File: src/hdl/uare_pkg.sv
// shared types and constants of the usb audio rate estimator
package uare_pkg;

   localparam int WINDOW_BUCKETS     = 64;
   localparam int BUCKETS_PER_SECOND = 4;
   localparam int SLOT_W             = $clog2(WINDOW_BUCKETS);
   localparam int ADDR_W             = SLOT_W + 1;
   localparam int NSEED              = (BUCKETS_PER_SECOND < WINDOW_BUCKETS) ?
                                       BUCKETS_PER_SECOND : WINDOW_BUCKETS;
   localparam logic [31:0] TICKS_PER_BUCKET = 32'(100000000 / BUCKETS_PER_SECOND);
   localparam logic [31:0] NOMINAL_RATIO    = 32'h8000_0000;
   localparam logic [3:0]  IDLE_LIMIT       = 4'd8;
   localparam logic [13:0] BYTE_SCALE       = 14'd12500;
   localparam int          SCALE_SHIFT      = 19;
   localparam int          RATIO_SHIFT      = 12;

   typedef enum logic [1:0] {
      OP_SAMPLE  = 2'd0,
      OP_SOF     = 2'd1,
      OP_RESTART = 2'd2,
      OP_NONE    = 2'd3
   } op_type;

   typedef enum logic [0:0] {
      REG_OUT_BPM = 1'b0,
      REG_IN_BPM  = 1'b1
   } reg_type;

   typedef enum logic [3:0] {
      ST_IDLE, ST_READ, ST_CALC, ST_DIV1, ST_DIV1W, ST_DIV2, ST_DIV2W,
      ST_SEED, ST_SEED_W, ST_OUT
   } state_type;

   // bucket memory write request
   typedef struct packed {
      logic              en;
      logic [ADDR_W-1:0] addr;
      logic [31:0]       bytes;
      logic [31:0]       ticks;
   } mem_wr_type;

endpackage

File: src/hdl/uare_divider.sv
// serial restoring divider, 64-bit dividend over 64-bit divisor, one bit a cycle
module uare_divider
   import uare_pkg::*;
(
   input  logic        clock,
   input  logic        reset,
   input  logic        start,
   input  logic [63:0] dividend,
   input  logic [63:0] divisor,
   output logic        done,
   output logic [31:0] quotient
);

   logic [63:0] quo_ff, quo_in;
   logic [64:0] rem_ff, rem_in;
   logic [63:0] den_ff, den_in;
   logic [6:0]  cnt_ff, cnt_in;
   logic        busy_ff, busy_in;
   logic        done_ff, done_in;
   logic        zero_ff, zero_in;
   logic [64:0] shifted;
   logic [65:0] diff;

   always_comb begin
      quo_in  = quo_ff;
      rem_in  = rem_ff;
      den_in  = den_ff;
      cnt_in  = cnt_ff;
      busy_in = busy_ff;
      zero_in = zero_ff;
      done_in = 1'b0;
      shifted = {rem_ff[63:0], quo_ff[63]};
      diff    = {1'b0, shifted} - {2'b0, den_ff};
      if (start) begin
         quo_in  = dividend;
         rem_in  = '0;
         den_in  = divisor;
         cnt_in  = '0;
         busy_in = 1'b1;
         zero_in = (divisor == 64'd0);
      end else if (busy_ff) begin
         if (diff[65]) begin
            rem_in = shifted;
            quo_in = {quo_ff[62:0], 1'b0};
         end else begin
            rem_in = diff[64:0];
            quo_in = {quo_ff[62:0], 1'b1};
         end
         cnt_in = cnt_ff + 7'd1;
         if (cnt_ff == 7'd63) begin
            busy_in = 1'b0;
            done_in = 1'b1;
         end
      end
   end

   always_ff @(posedge clock) begin
      if (reset) begin
         busy_ff <= 1'b0;
         done_ff <= 1'b0;
         cnt_ff  <= '0;
      end else begin
         busy_ff <= busy_in;
         done_ff <= done_in;
         cnt_ff  <= cnt_in;
      end
      quo_ff  <= quo_in;
      rem_ff  <= rem_in;
      den_ff  <= den_in;
      zero_ff <= zero_in;
   end

   assign done     = done_ff;
   assign quotient = zero_ff ? 32'hFFFF_FFFF : quo_ff[31:0];

endmodule

File: config.mk
export PLATFORM = sky130hd
export DESIGN_NAME = uare_divider
export DESIGN_NICKNAME = d
export VERILOG_FILES = /design/src/hdl/uare_pkg.sv /design/src/hdl/uare_divider.sv
export SDC_FILE = /design/constraint.sdc
export NUM_CORES = 1
export LEC_CHECK = 0
export ABC_AREA = 1
export BUFFER_PORTS_ARGS = -buffer_cell sky130_fd_sc_hd__buf_4
export CORE_UTILIZATION = 41
export CTS_BUF_LIST = sky130_fd_sc_hd__clkbuf_8
export CTS_CLUSTER_DIAMETER = 40
export DETAILED_ROUTE_END_ITERATION = 10
export GPL_TIMING_DRIVEN = 1
export PLACE_DENSITY = 0.64
export SLEW_MARGIN = 10
export SYNTH_ARGS = -nofsm -noshare
export SYNTH_HDL_FRONTEND = slang
export SYNTH_SLANG_ARGS = --single-unit
File: constraint.sdc
create_clock -name clock -period 7.4 [get_ports clock]
set_input_delay 0.37 -clock clock [delete_from_list [all_inputs] [get_ports clock]]
set_output_delay 0.37 -clock clock [all_outputs]
set_load 0.005 [all_outputs]
* After elaboration in Yosys (flattened, before gate mapping)
Cells that the tools add are included.
** Storage, ports and cells
- Logic and storage cells :: 24
- Input port bits :: 131
- Register bits after elaboration :: 202
** Operators by class
- Muxes and demuxes :: 9
- Add/sub/neg operators :: 2
- Eq/ne operators :: 1
- Bitwise operators :: 1
- Reduce and logical (&&, ||, !) cells :: 4
** Operator list (count)
- 64-bit two-way mux :: 3
- 65-bit by 64-bit subtractor with 66-bit output :: 1
- 64-bit logical NOT :: 1
- 32-bit two-way mux :: 1
- 7-bit by 1-bit adder with 7-bit output (second input constant) :: 1
- 7-bit by 6-bit == test with 1-bit output (second input constant) :: 1
- 1-bit two-way mux :: 5
- 3-bit OR reduction :: 1
- 2-bit nonzero test :: 1
- 2-bit OR reduction :: 1
- 1-bit inverter :: 1

* Longest topological paths before layout
Gate-level depths: netlist of run 1.
- Word-level depth :: 4
- Gate-level depth with buffers :: 19

* Worst setup path before layout of run 1
OpenSTA, ideal clock, no wires.
- Path type :: input -> register
- Start :: in start
- End :: reg quo_ff[0] (enable)
- Required time :: 6.946 ns
- Library setup time :: 0.454 ns
- Stages on the path :: 4
- Arrival :: 2.848 ns
- Slack :: 4.099 ns
- Path through :: clkbuf_1 nor2_1 inv_1 clkbuf_1
** Between the ends
- Longest elaborated chain between the ends :: 1
** RTL lines
- start: declaration :: RTL line uare_divider.sv:7 : input logic start,
- 2-bit nonzero test (no line)
- end signal: assignment :: RTL line uare_divider.sv:67 : quo_ff <= quo_in;
- end: declaration :: RTL line uare_divider.sv:14 : logic [63:0] quo_ff, quo_in;
No other way between the ends.
A chain may end at the register's enable or synchronous reset.

* Final worst setup path of run 1
- Start :: reg den_ff[8]
- End :: reg rem_ff[33]
** Between the ends
- Longest elaborated chain between the ends :: 2
** RTL lines
- start: declaration :: RTL line uare_divider.sv:16 : logic [63:0] den_ff, den_in;
- start signal: assignment :: RTL line uare_divider.sv:69 : den_ff <= den_in;
- 65-bit by 64-bit subtractor with 66-bit output :: RTL line uare_divider.sv:33 : diff = {1'b0, shifted} - {2'b0, den_ff};
- 64-bit two-way mux :: RTL line uare_divider.sv:42 : if (diff[65]) begin
- end signal: assignment :: RTL line uare_divider.sv:68 : rem_ff <= rem_in;
- end: declaration :: RTL line uare_divider.sv:15 : logic [64:0] rem_ff, rem_in;
No other way between the ends.

==> results of run 1 <==
==> stage by stage <==
stage / setup slack, ns / instance area, µm²
4_1_cts: 3.461 / 18160
5_1_grt: 3.358 / 18190
3_5_place_dp: 3.538 / 16350
2_1_floorplan: 4.099 / 14760
6_report: 3.700 / 18190
3_3_place_gp: 3.598 / 16350
==> path summary, 6_finish.rpt <==
check                                               end  depth (start not counted)                    start  slack (ns)
worst max-delay path            rem_ff[33]$_SDFFE_PP0P_                         18      den_ff[8]$_DFFE_PP_        3.70
worst min-delay path               quo_ff[59]$_DFFE_PP_                          3             dividend[59]        0.04
worst min register to register  rem_ff[41]$_SDFFE_PP0P_                          2  rem_ff[41]$_SDFFE_PP0P_        0.47
worst max register to register  rem_ff[33]$_SDFFE_PP0P_                         18      den_ff[8]$_DFFE_PP_        3.70
==> critical path, delay by kind of cell (launching register included) <==
kind / cells / cell delay (ns)
adder cells (fa/ha/maj): 1 / 0.27
buffers and inverters: 4 / 0.84
flip-flops: 1 / 0.36
AND/OR/NAND/NOR: 13 / 1.98
==> repair_timing <==
item                                   4_1_cts  5_1_grt
endpoints found under the hold margin       97        0
hold buffers                                97        0
gates resized for setup                      0        0
==> metal layers <==
layer	share of wire [%]	routed length, µm
met1	46	21210
met4	3.5	1606
met2	45	20740
met3	5.4	2503
met5	0	0
==> kinds of logic (layout without fill, tap and decap cells) <==
logic type | count (synthesis) | after routing | synth area share, %
fa+ha+maj | 66 | 66 | 5.646
compound gates | 144 | 144 | 5.078
buf+inv | 534 | 829 | 14.22
simple gates | 1280 | 1280 | 37.07
flops | 202 | 202 | 36.15
xor+xnor | 31 | 31 | 1.840
==> flip-flops by register name (all words and copies together) (netlist names) <==
register,cells
cnt_ff,7
done,1
quo_ff,64
rem_ff,64
busy_ff,1
zero_ff,1
den_ff,64
==> power by group through the flow <==
stage	Combinational, mW	Clock, mW	Sequential [mW]
3_3_place_gp	0.348	0	1.32
4_1_cts	0.393	1.20	1.30
2_1_floorplan	0.200	0	1.31
5_1_grt	0.438	1.25	1.30
3_5_place_dp	0.350	0	1.32
6_report	0.393	1.16	1.30
==> cell usage after synthesis, drive strengths merged <==
cell type	number
xnor2	29
edfxtp	129
nor4	19
nand3b	37
a21oi	62
o21ai	76
nand2	910
a31oi	1
buf	26
nand3	162
inv	483
clkbuf	24
nor2	115
and2	2
clkinv	1
dfxtp	73
nand4	15
xor2	2
o21bai	5
fa	1
nor3b	1
ha	65
nor3	19
==> cell type report <==
class	count	area, µm²
Fill cell	3594	17300
Multi-Input combinational cell	1521	7335
Sequential cell	202	5335
Timing Repair Buffer	269	2286
Inverter	484	1818
Clock buffer	46	633.1
Tap cell	461	576.8
Clock inverter	30	202.7
==> reports/results.ini, run 1 <==
[place]
gp_congestion=1.019
dp_hpwl_um=35500
io_buffers=163
dp_cells=2839

[sta]
rsz0062_at_grt=false
finalCritPeriodShare_pct=50.00
fin_crit_ns=3.700
fin_tns_setup_ns=0
hold_viol_final=0
skew_ns=0.04734
worst_pin_slew_ns=1.031
slew_violations=0
slew_headroom_pct=31.21
setup_viol=0
fmax_mhz=270.3
hold_ws_ns=0.04489

[logic_synthesis]
synth_top_area_cell=edfxtp_1
ys_seq_area_share_pct=36.15
yosysTopAreaCellShare_pct=26.25
ys_ff_latch=202
syn_nets=2454
synth_cell_types=38
ys_warn_count=0
postSynthAreaPerCell_um2=6.539
syn_inst=2257
syn_area_mm2=0.01476
ys_top_cells_by_area=edfxtp_1, nand2_1, inv_1

[critical_path]
cp-end-kind=flip-flop
critical-path-slowest-cell=buf_4
crit_type=reg -> reg
cp_max_fo=67
crit_chain=inv_1 > ha_1 > nand2_2 > inv_2 > nand2_1 > nand2_1 > inv_2 > nand3_2 > nand2_2 > nand2_4 > nand2_2 > nand2_2 > nand2_4 > buf_4 > nand2_4 > nand2_1 > nand3_1 > nand2_1
crit_required_ns=7.93
arrival_ns=4.23
cp-start-kind=flip-flop
worst_path_largest_cell_delay_ns=0.66

[cts]
cts_buffers=41
cts_buffer_depth=3
cts.clk_slew.worst_paths_ns=0.06
cts_tree=done
clock_sinks=202
cts_root_buf=clkbuf_8
htreeDepth=2
clkLatencyLatePin_ns=0.62
post-cts-setup-buffer-count=0

[pwr]
seq_power_share_pct=45.5
power_density_mw_per_mm2=156.9
finalPower_mw=2.853
swShare_pct=27.48
p_leak_nw=9.879
intPower_mw=2.069
power_switching_mw=0.7839
power.share.clock_pct=40.7
vdd_drop_max_uv=141.0
p_comb_share_pct=13.8

[global_route]
track_usage_pct=25.92
overflow=0
grt_use_met2_pct=43.06
grt.busiest_layer=met2
grt_use_met1_pct=33.70
grt_pass1_vias=14304
antenna_found_initial=0
grt_pass1_wl_um=73840
use_met3_pct=4.075
grt_max_degree=109

[hold_path]
hp-class=in -> reg

[floorplan]
coreArea_mm2=0.03548
io_pins=164
fp-row-count=69
die_area_mm2=0.03676
start_util_pct=41.59
die_w_um=191.7
die_h_um=191.7

[final_layout]
diodes=0
post-route-util_pct=51.25
final_cell_mix=nand2_1, inv_1, buf_4
nNetsFinal=2716
drive_above_1_share_pct=11.40
area_delta_synth_final_pct=23.23
final_common_cell=nand2_1
final_cells=3013

[drt]
ant_nets=0
vias=14364
detail_route.wl_per_cell_um=15.29
drc=0
first_pass_iters=5
via_per_inst=4.767
drtIter0Drc=874
wl_um=46060

[run]
drv_cap=0

[status]
status=completed

No activity file was read; power rests on OpenSTA's default activity.
==> run 2: changes to the inputs <==
clock period = 3.8 ns   (was 7.4 ns; I/O delays follow)
==> reports/results.ini, run 2 (synthesized netlist as in run 1, its figures left out) <==
[status]
status=completed

[sta]
slew_violations=0
slew_headroom_pct=29.86
setup_viol=0
fin_crit_ns=3.048
worst_pin_slew_ns=1.051
finalCritPeriodShare_pct=80.20
hold_viol_final=0
skew_ns=0.01914
fin_tns_setup_ns=0
fmax_mhz=328.1
rsz0062_at_grt=false

[critical_path]
crit_type=reg -> reg
arrival_ns=3.53
crit_path_start=den_ff[40]$_DFFE_PP_
crit_chain=inv_1 > ha_1 > nand2_1 > inv_1 > nand2_1 > nand2_1 > a21oi_1 > o21ai_2 > a21oi_4 > buf_4 > nand3_1 > nand2_1 > inv_1 > nand2_1 > nand2_1
crit_top_cell=nand2_1
cp-end-kind=flip-flop
worst_path_largest_cell_delay_ns=0.66
cp_max_fo=66
cp-start-kind=flip-flop
r2r-start=den_ff[40]$_DFFE_PP_
critical-path-slowest-cell=buf_4
rrSetupSlack_ns=0.75
crit_required_ns=4.29

[pwr]
finalPower_mw=5.515
vdd_drop_max_uv=303.0
p_leak_nw=9.980
power_density_mw_per_mm2=298.3

[floorplan]
die_h_um=191.7
die_w_um=191.7
coreArea_mm2=0.03548
fp-row-count=69
start_util_pct=41.59
die_area_mm2=0.03676
io_pins=164

[hold_path]
hp-start=divisor[16]
hp-class=in -> reg

[global_route]
grt_pass1_vias=14458
track_usage_pct=26.41
grt_pass1_wl_um=75030
grt_max_degree=105
overflow=0
antenna_found_initial=0

[cts]
post-cts-setup-buffer-count=0
cts.clk_slew.worst_paths_ns=0.06
clock_sinks=202
clkLatencyLatePin_ns=0.61
cts_buffer_depth=3
htreeDepth=2
cts_buffers=41
cts_tree=done
cts_root_buf=clkbuf_8

[drt]
ant_nets=0
via_per_inst=4.790
vias=14605
first_pass_iters=7
top_layer_used=met4
drc=0
wl_met3_um=2551
drtIter0Drc=954
detail_route.wl_per_cell_um=15.62
wl_um=47630
met2_wirelength_um=21840
wl_met1_um=21920

[final_layout]
drive_above_1_share_pct=11.21
multi_input_area_mm2=0.007335
nFillCells=3521
top_regs=den_ff (64), quo_ff (64), rem_ff (64)
final_cell_mix=nand2_1, inv_1, buf_4
diodes=0
seq_area_mm2=0.005335
nNetsFinal=2752
final_common_cell=nand2_1
area_delta_synth_final_pct=25.27

[run]
drv_cap=0

[place]
gp_congestion=1.001
io_buffers=163
dp_hpwl_um=36240

[run 2: cell types whose count changed in the layout (fill, tap and decap cells not counted), sizes merged]
| cell | delta |
|---|---|
| clkbuf | -4 |
| buf | +2 |
| clkinvlp | +5 |
| dlygate4sd3 | +34 |
| inv | -1 |
[run 2: cell type report]
cell class,count,area share [%]
Multi-Input combinational cell,1521,39.67
Sequential cell,202,28.86
Timing Repair Buffer,305,14.18
Inverter,484,9.834
Clock buffer,42,3.127
Tap cell,461,3.120
Clock inverter,34,1.211
[run 2: routing by layer]
layer / up-vias / track usage (%)
li1: 7527 / -
met1: 6588 / 34.66
met2: 421 / 44.00
met3: 69 / 3.874
met4: 0 / 9.249
met5: - / 0
[run 2: path summary, 6_finish.rpt]
check / endpoint / cells after the start
hold reg to reg: rem_ff[28]$_SDFFE_PP0P_ / 2
setup reg to reg: rem_ff[49]$_SDFFE_PP0P_ / 15
hold / removal: den_ff[16]$_DFFE_PP_ / 2
setup / recovery: rem_ff[49]$_SDFFE_PP0P_ / 15
[run 2: power breakdown]
group | switching (mW) | internal, mW
Clock | 1.06 | 1.13
Sequential | 0.0387 | 2.49
Combinational | 0.444 | 0.354
[run 2: what timing repair did]
| action | CTS | global route |
|---|---|---|
| endpoints found under the hold margin | 143 | 0 |
| resized for setup | 0 | 0 |
| hold buffers | 131 | 0 |
[run 2: through the flow]
stage	instance area (µm²)	worst slack [ns]	util (%)	std cells	hold WS [ns]
after floorplan	14760	0.6485	-	2257	0.2889
after global placement	16370	0.9191	46.15	2842	0.3780
after detailed placement	16370	0.8381	46.15	2842	0.3794
after CTS	18490	0.8178	52.10	3049	0.2625
after global routing	18490	0.5010	52.10	3049	0.2872
final	18490	0.7525	52.10	3049	0.3093
[run 2: worst max-delay path: cells and delay by family (launching register included)]
kind	cells	cell delay [ns]
adders and majority gates	1	0.33
AOI/OAI and AO/OA	3	0.66
DFF	1	0.32
and+or+nand+nor	7	0.66
buffers and inverters	4	0.79
==> run 3: changes to the inputs <==
ABC_AREA = 0   (was 1)
PLACE_DENSITY = 0.67   (was 0.64)
clock period = 2.8 ns   (was 3.8 ns; I/O delays follow)
==> reports/results.ini, run 3 <==
[status]
status=complete, but fails checks
failed_checks=setup timing

[logic_synthesis]
yosysTopAreaCellShare_pct=31.82
async_flop_share_pct=0
synth.most_common_cell=nor2_1
ys_ff_latch=202
synth_ff_type=edfxtp_1
syn_inst=1276
synth_edf_count=129
ys_top_cells_by_count=nor2_1, edfxtp_1, a21oi_1
synth_top_area_cell=edfxtp_1
ys_top_cells_by_area=edfxtp_1, dfxtp_1, ha_1
ys_warn_count=0
syn_nets=1473
postSynthAreaPerCell_um2=9.541
ys_seq_area_share_pct=43.82
syn_area_mm2=0.01217
synth_cell_types=73

[global_route]
overflow=0
grt_pass1_vias=12373
grt_pass1_wl_um=63050
track_usage_pct=25.98
antenna_found_initial=1
grt_max_degree=82

[critical_path]
crit_required_ns=3.22
r2r-end=rem_ff[45]$_SDFFE_PP0P_
cp_max_fo=3
cp-end-kind=flip-flop
crit_type=reg -> reg
rr_worst_depth=12
arrival_ns=3.46
cp-start-kind=flip-flop
r2r-start=den_ff[1]$_DFFE_PP_
rrSetupSlack_ns=-0.25

[sta]
setup_viol=64
skew_ns=0.04282
worst_pin_slew_ns=0.8522
setup_slack_ns=-0.2469
fin_crit_ns=3.047
hold_viol_final=0
slew_violations=0
finalCritPeriodShare_pct=108.8
slew_headroom_pct=43.19
rsz0062_at_grt=true
fmax_mhz=328.2
hold_ws_ns=0.2830

[hold_path]
hp-class=in -> reg
hp-start=divisor[6]
hold_end=den_ff[6]$_DFFE_PP_
whs_path_depth=2

[final_layout]
final_cells=2229
design_area_mm2=0.01953
nNetsFinal=2005
final_common_cell=buf_4
area_delta_synth_final_pct=60.40
top_regs=den_ff (64), quo_ff (64), rem_ff (64)
final_cell_mix=buf_4, dlygate4sd3_1, edfxtp_1
post-route-util_pct=67.49
drive_above_1_share_pct=43.76

[floorplan]
die_area_mm2=0.03039
fp-row-count=62
die_h_um=174.3
die_w_um=174.3
io_pins=164
coreArea_mm2=0.02894
start_util_pct=42.07

[pwr]
p_comb_share_pct=34.2
power_density_mw_per_mm2=571.1
p_leak_nw=8.146
swShare_pct=31.66
seq_power_share_pct=32.5
power_switching_mw=3.531
intPower_mw=7.621
power.share.clock_pct=33.3
vdd_drop_max_uv=476.2

[place]
place_area_mm2=0.01530
io_buffers=163
gp_congestion=0.9423
dp_cells=1973
pre_cts_ws_ns=-0.5234
dp_hpwl_um=26420

[run]
drv_cap=0

[cts]
clkLatencyLatePin_ns=0.58
cts_root_buf=clkbuf_8
htreeDepth=2
cts_buffers=44
cts.clk_slew.worst_paths_ns=0.07
cts_tree=done
clock_sinks=202
cts_buffer_depth=3

[drt]
via_per_inst=5.425
wl_um=41500
ant_nets=0
detail_route.wl_per_cell_um=18.62
first_pass_iters=6
vias=12092
drc=0
drtIter0Drc=842

## run 3: power groups by stage
stage	logic (mW)	clock network [mW]	registers, mW
floorplan	1.56	0	3.61
global placement	2.66	0	3.64
detailed placement	2.69	0	3.65
CTS	3.38	3.76	3.60
global route	4.06	3.93	3.65
finish	3.81	3.72	3.62
## run 3: through the flow
stage / TNS, ns / total power [mW]
floorplan: -0.07465 / 5.175
global route: -17.70 / 11.64
detailed placement: -11.62 / 6.339
global placement: -7.877 / 6.302
CTS: -8.240 / 10.74
finish: -7.721 / 11.15
## run 3: repair_timing
action                                  CTS  global route
pin swaps                                77            86
endpoints found under the hold margin   142             0
gates cloned                             12             4
hold buffers                            130             0
setup buffers                            18            15
resized for setup                       166           161
endpoints found under the setup margin   65            65
## run 3: area by class of cell
cell class                      instances  area [µm²]
Clock buffer                           47       646.9
Tap cell                              384       480.5
Sequential cell                       202        5339
Clock inverter                         35       364.1
Fill cell                            2102        9408
Inverter                               83       311.5
Antenna cell                            1       2.502
Timing Repair Buffer                  546        4783
Multi-Input combinational cell        931        7600
## run 3: worst max-delay path by stage
stage / slack, ns / endpoint / start / cells after the start
global placement: -0.43 / rem_ff[63]$_SDFFE_PP0P_ / den_ff[18]$_DFFE_PP_ / 14
detailed placement: -0.52 / rem_ff[63]$_SDFFE_PP0P_ / den_ff[18]$_DFFE_PP_ / 14
floorplan: -0.07 / rem_ff[32]$_SDFFE_PP0P_ / quo_ff[63]$_DFFE_PP_ / 13
finish: -0.25 / rem_ff[45]$_SDFFE_PP0P_ / den_ff[1]$_DFFE_PP_ / 12
global route: -0.37 / rem_ff[13]$_SDFFE_PP0P_ / den_ff[16]$_DFFE_PP_ / 15
CTS: -0.21 / rem_ff[45]$_SDFFE_PP0P_ / den_ff[1]$_DFFE_PP_ / 12
## run 3: logic make-up after synthesis
group / after synthesis / synth area share [%]
AO/OA/AOI/OAI: 336 / 17.49
XOR/XNOR: 62 / 4.460
adder cells (fa/ha/maj): 66 / 6.845
buffers and inverters: 145 / 4.738
flip-flops: 202 / 43.82
multiplexers: 81 / 7.307
AND/OR/NAND/NOR: 384 / 15.33
## run 3: per-layer routing
layer | wire, µm | global-route usage, % | part of all wire (%) | vias to the layer above
met5 | 0 | 0 | 0 | -
met4 | 1452 | 10.01 | 3.5 | 0
met3 | 2356 | 4.484 | 5.7 | 108
met2 | 20420 | 44.77 | 49 | 438
met1 | 17280 | 32.23 | 42 | 5811
li1 | - | - | - | 5735
## run 3: worst max-delay path, cell delays in order, from the launching register on
cell and delay [ns]:
edfxtp_1 0.38, inv_2 0.09, ha_4 0.19, nor2b_4 0.12, o31a_1 0.26, o31a_1 0.35, or3_4 0.39, a31o_4 0.25
a21o_4 0.23, a31oi_4 0.22, xor2_2 0.19, o211a_1 0.17, nor3_2 0.04
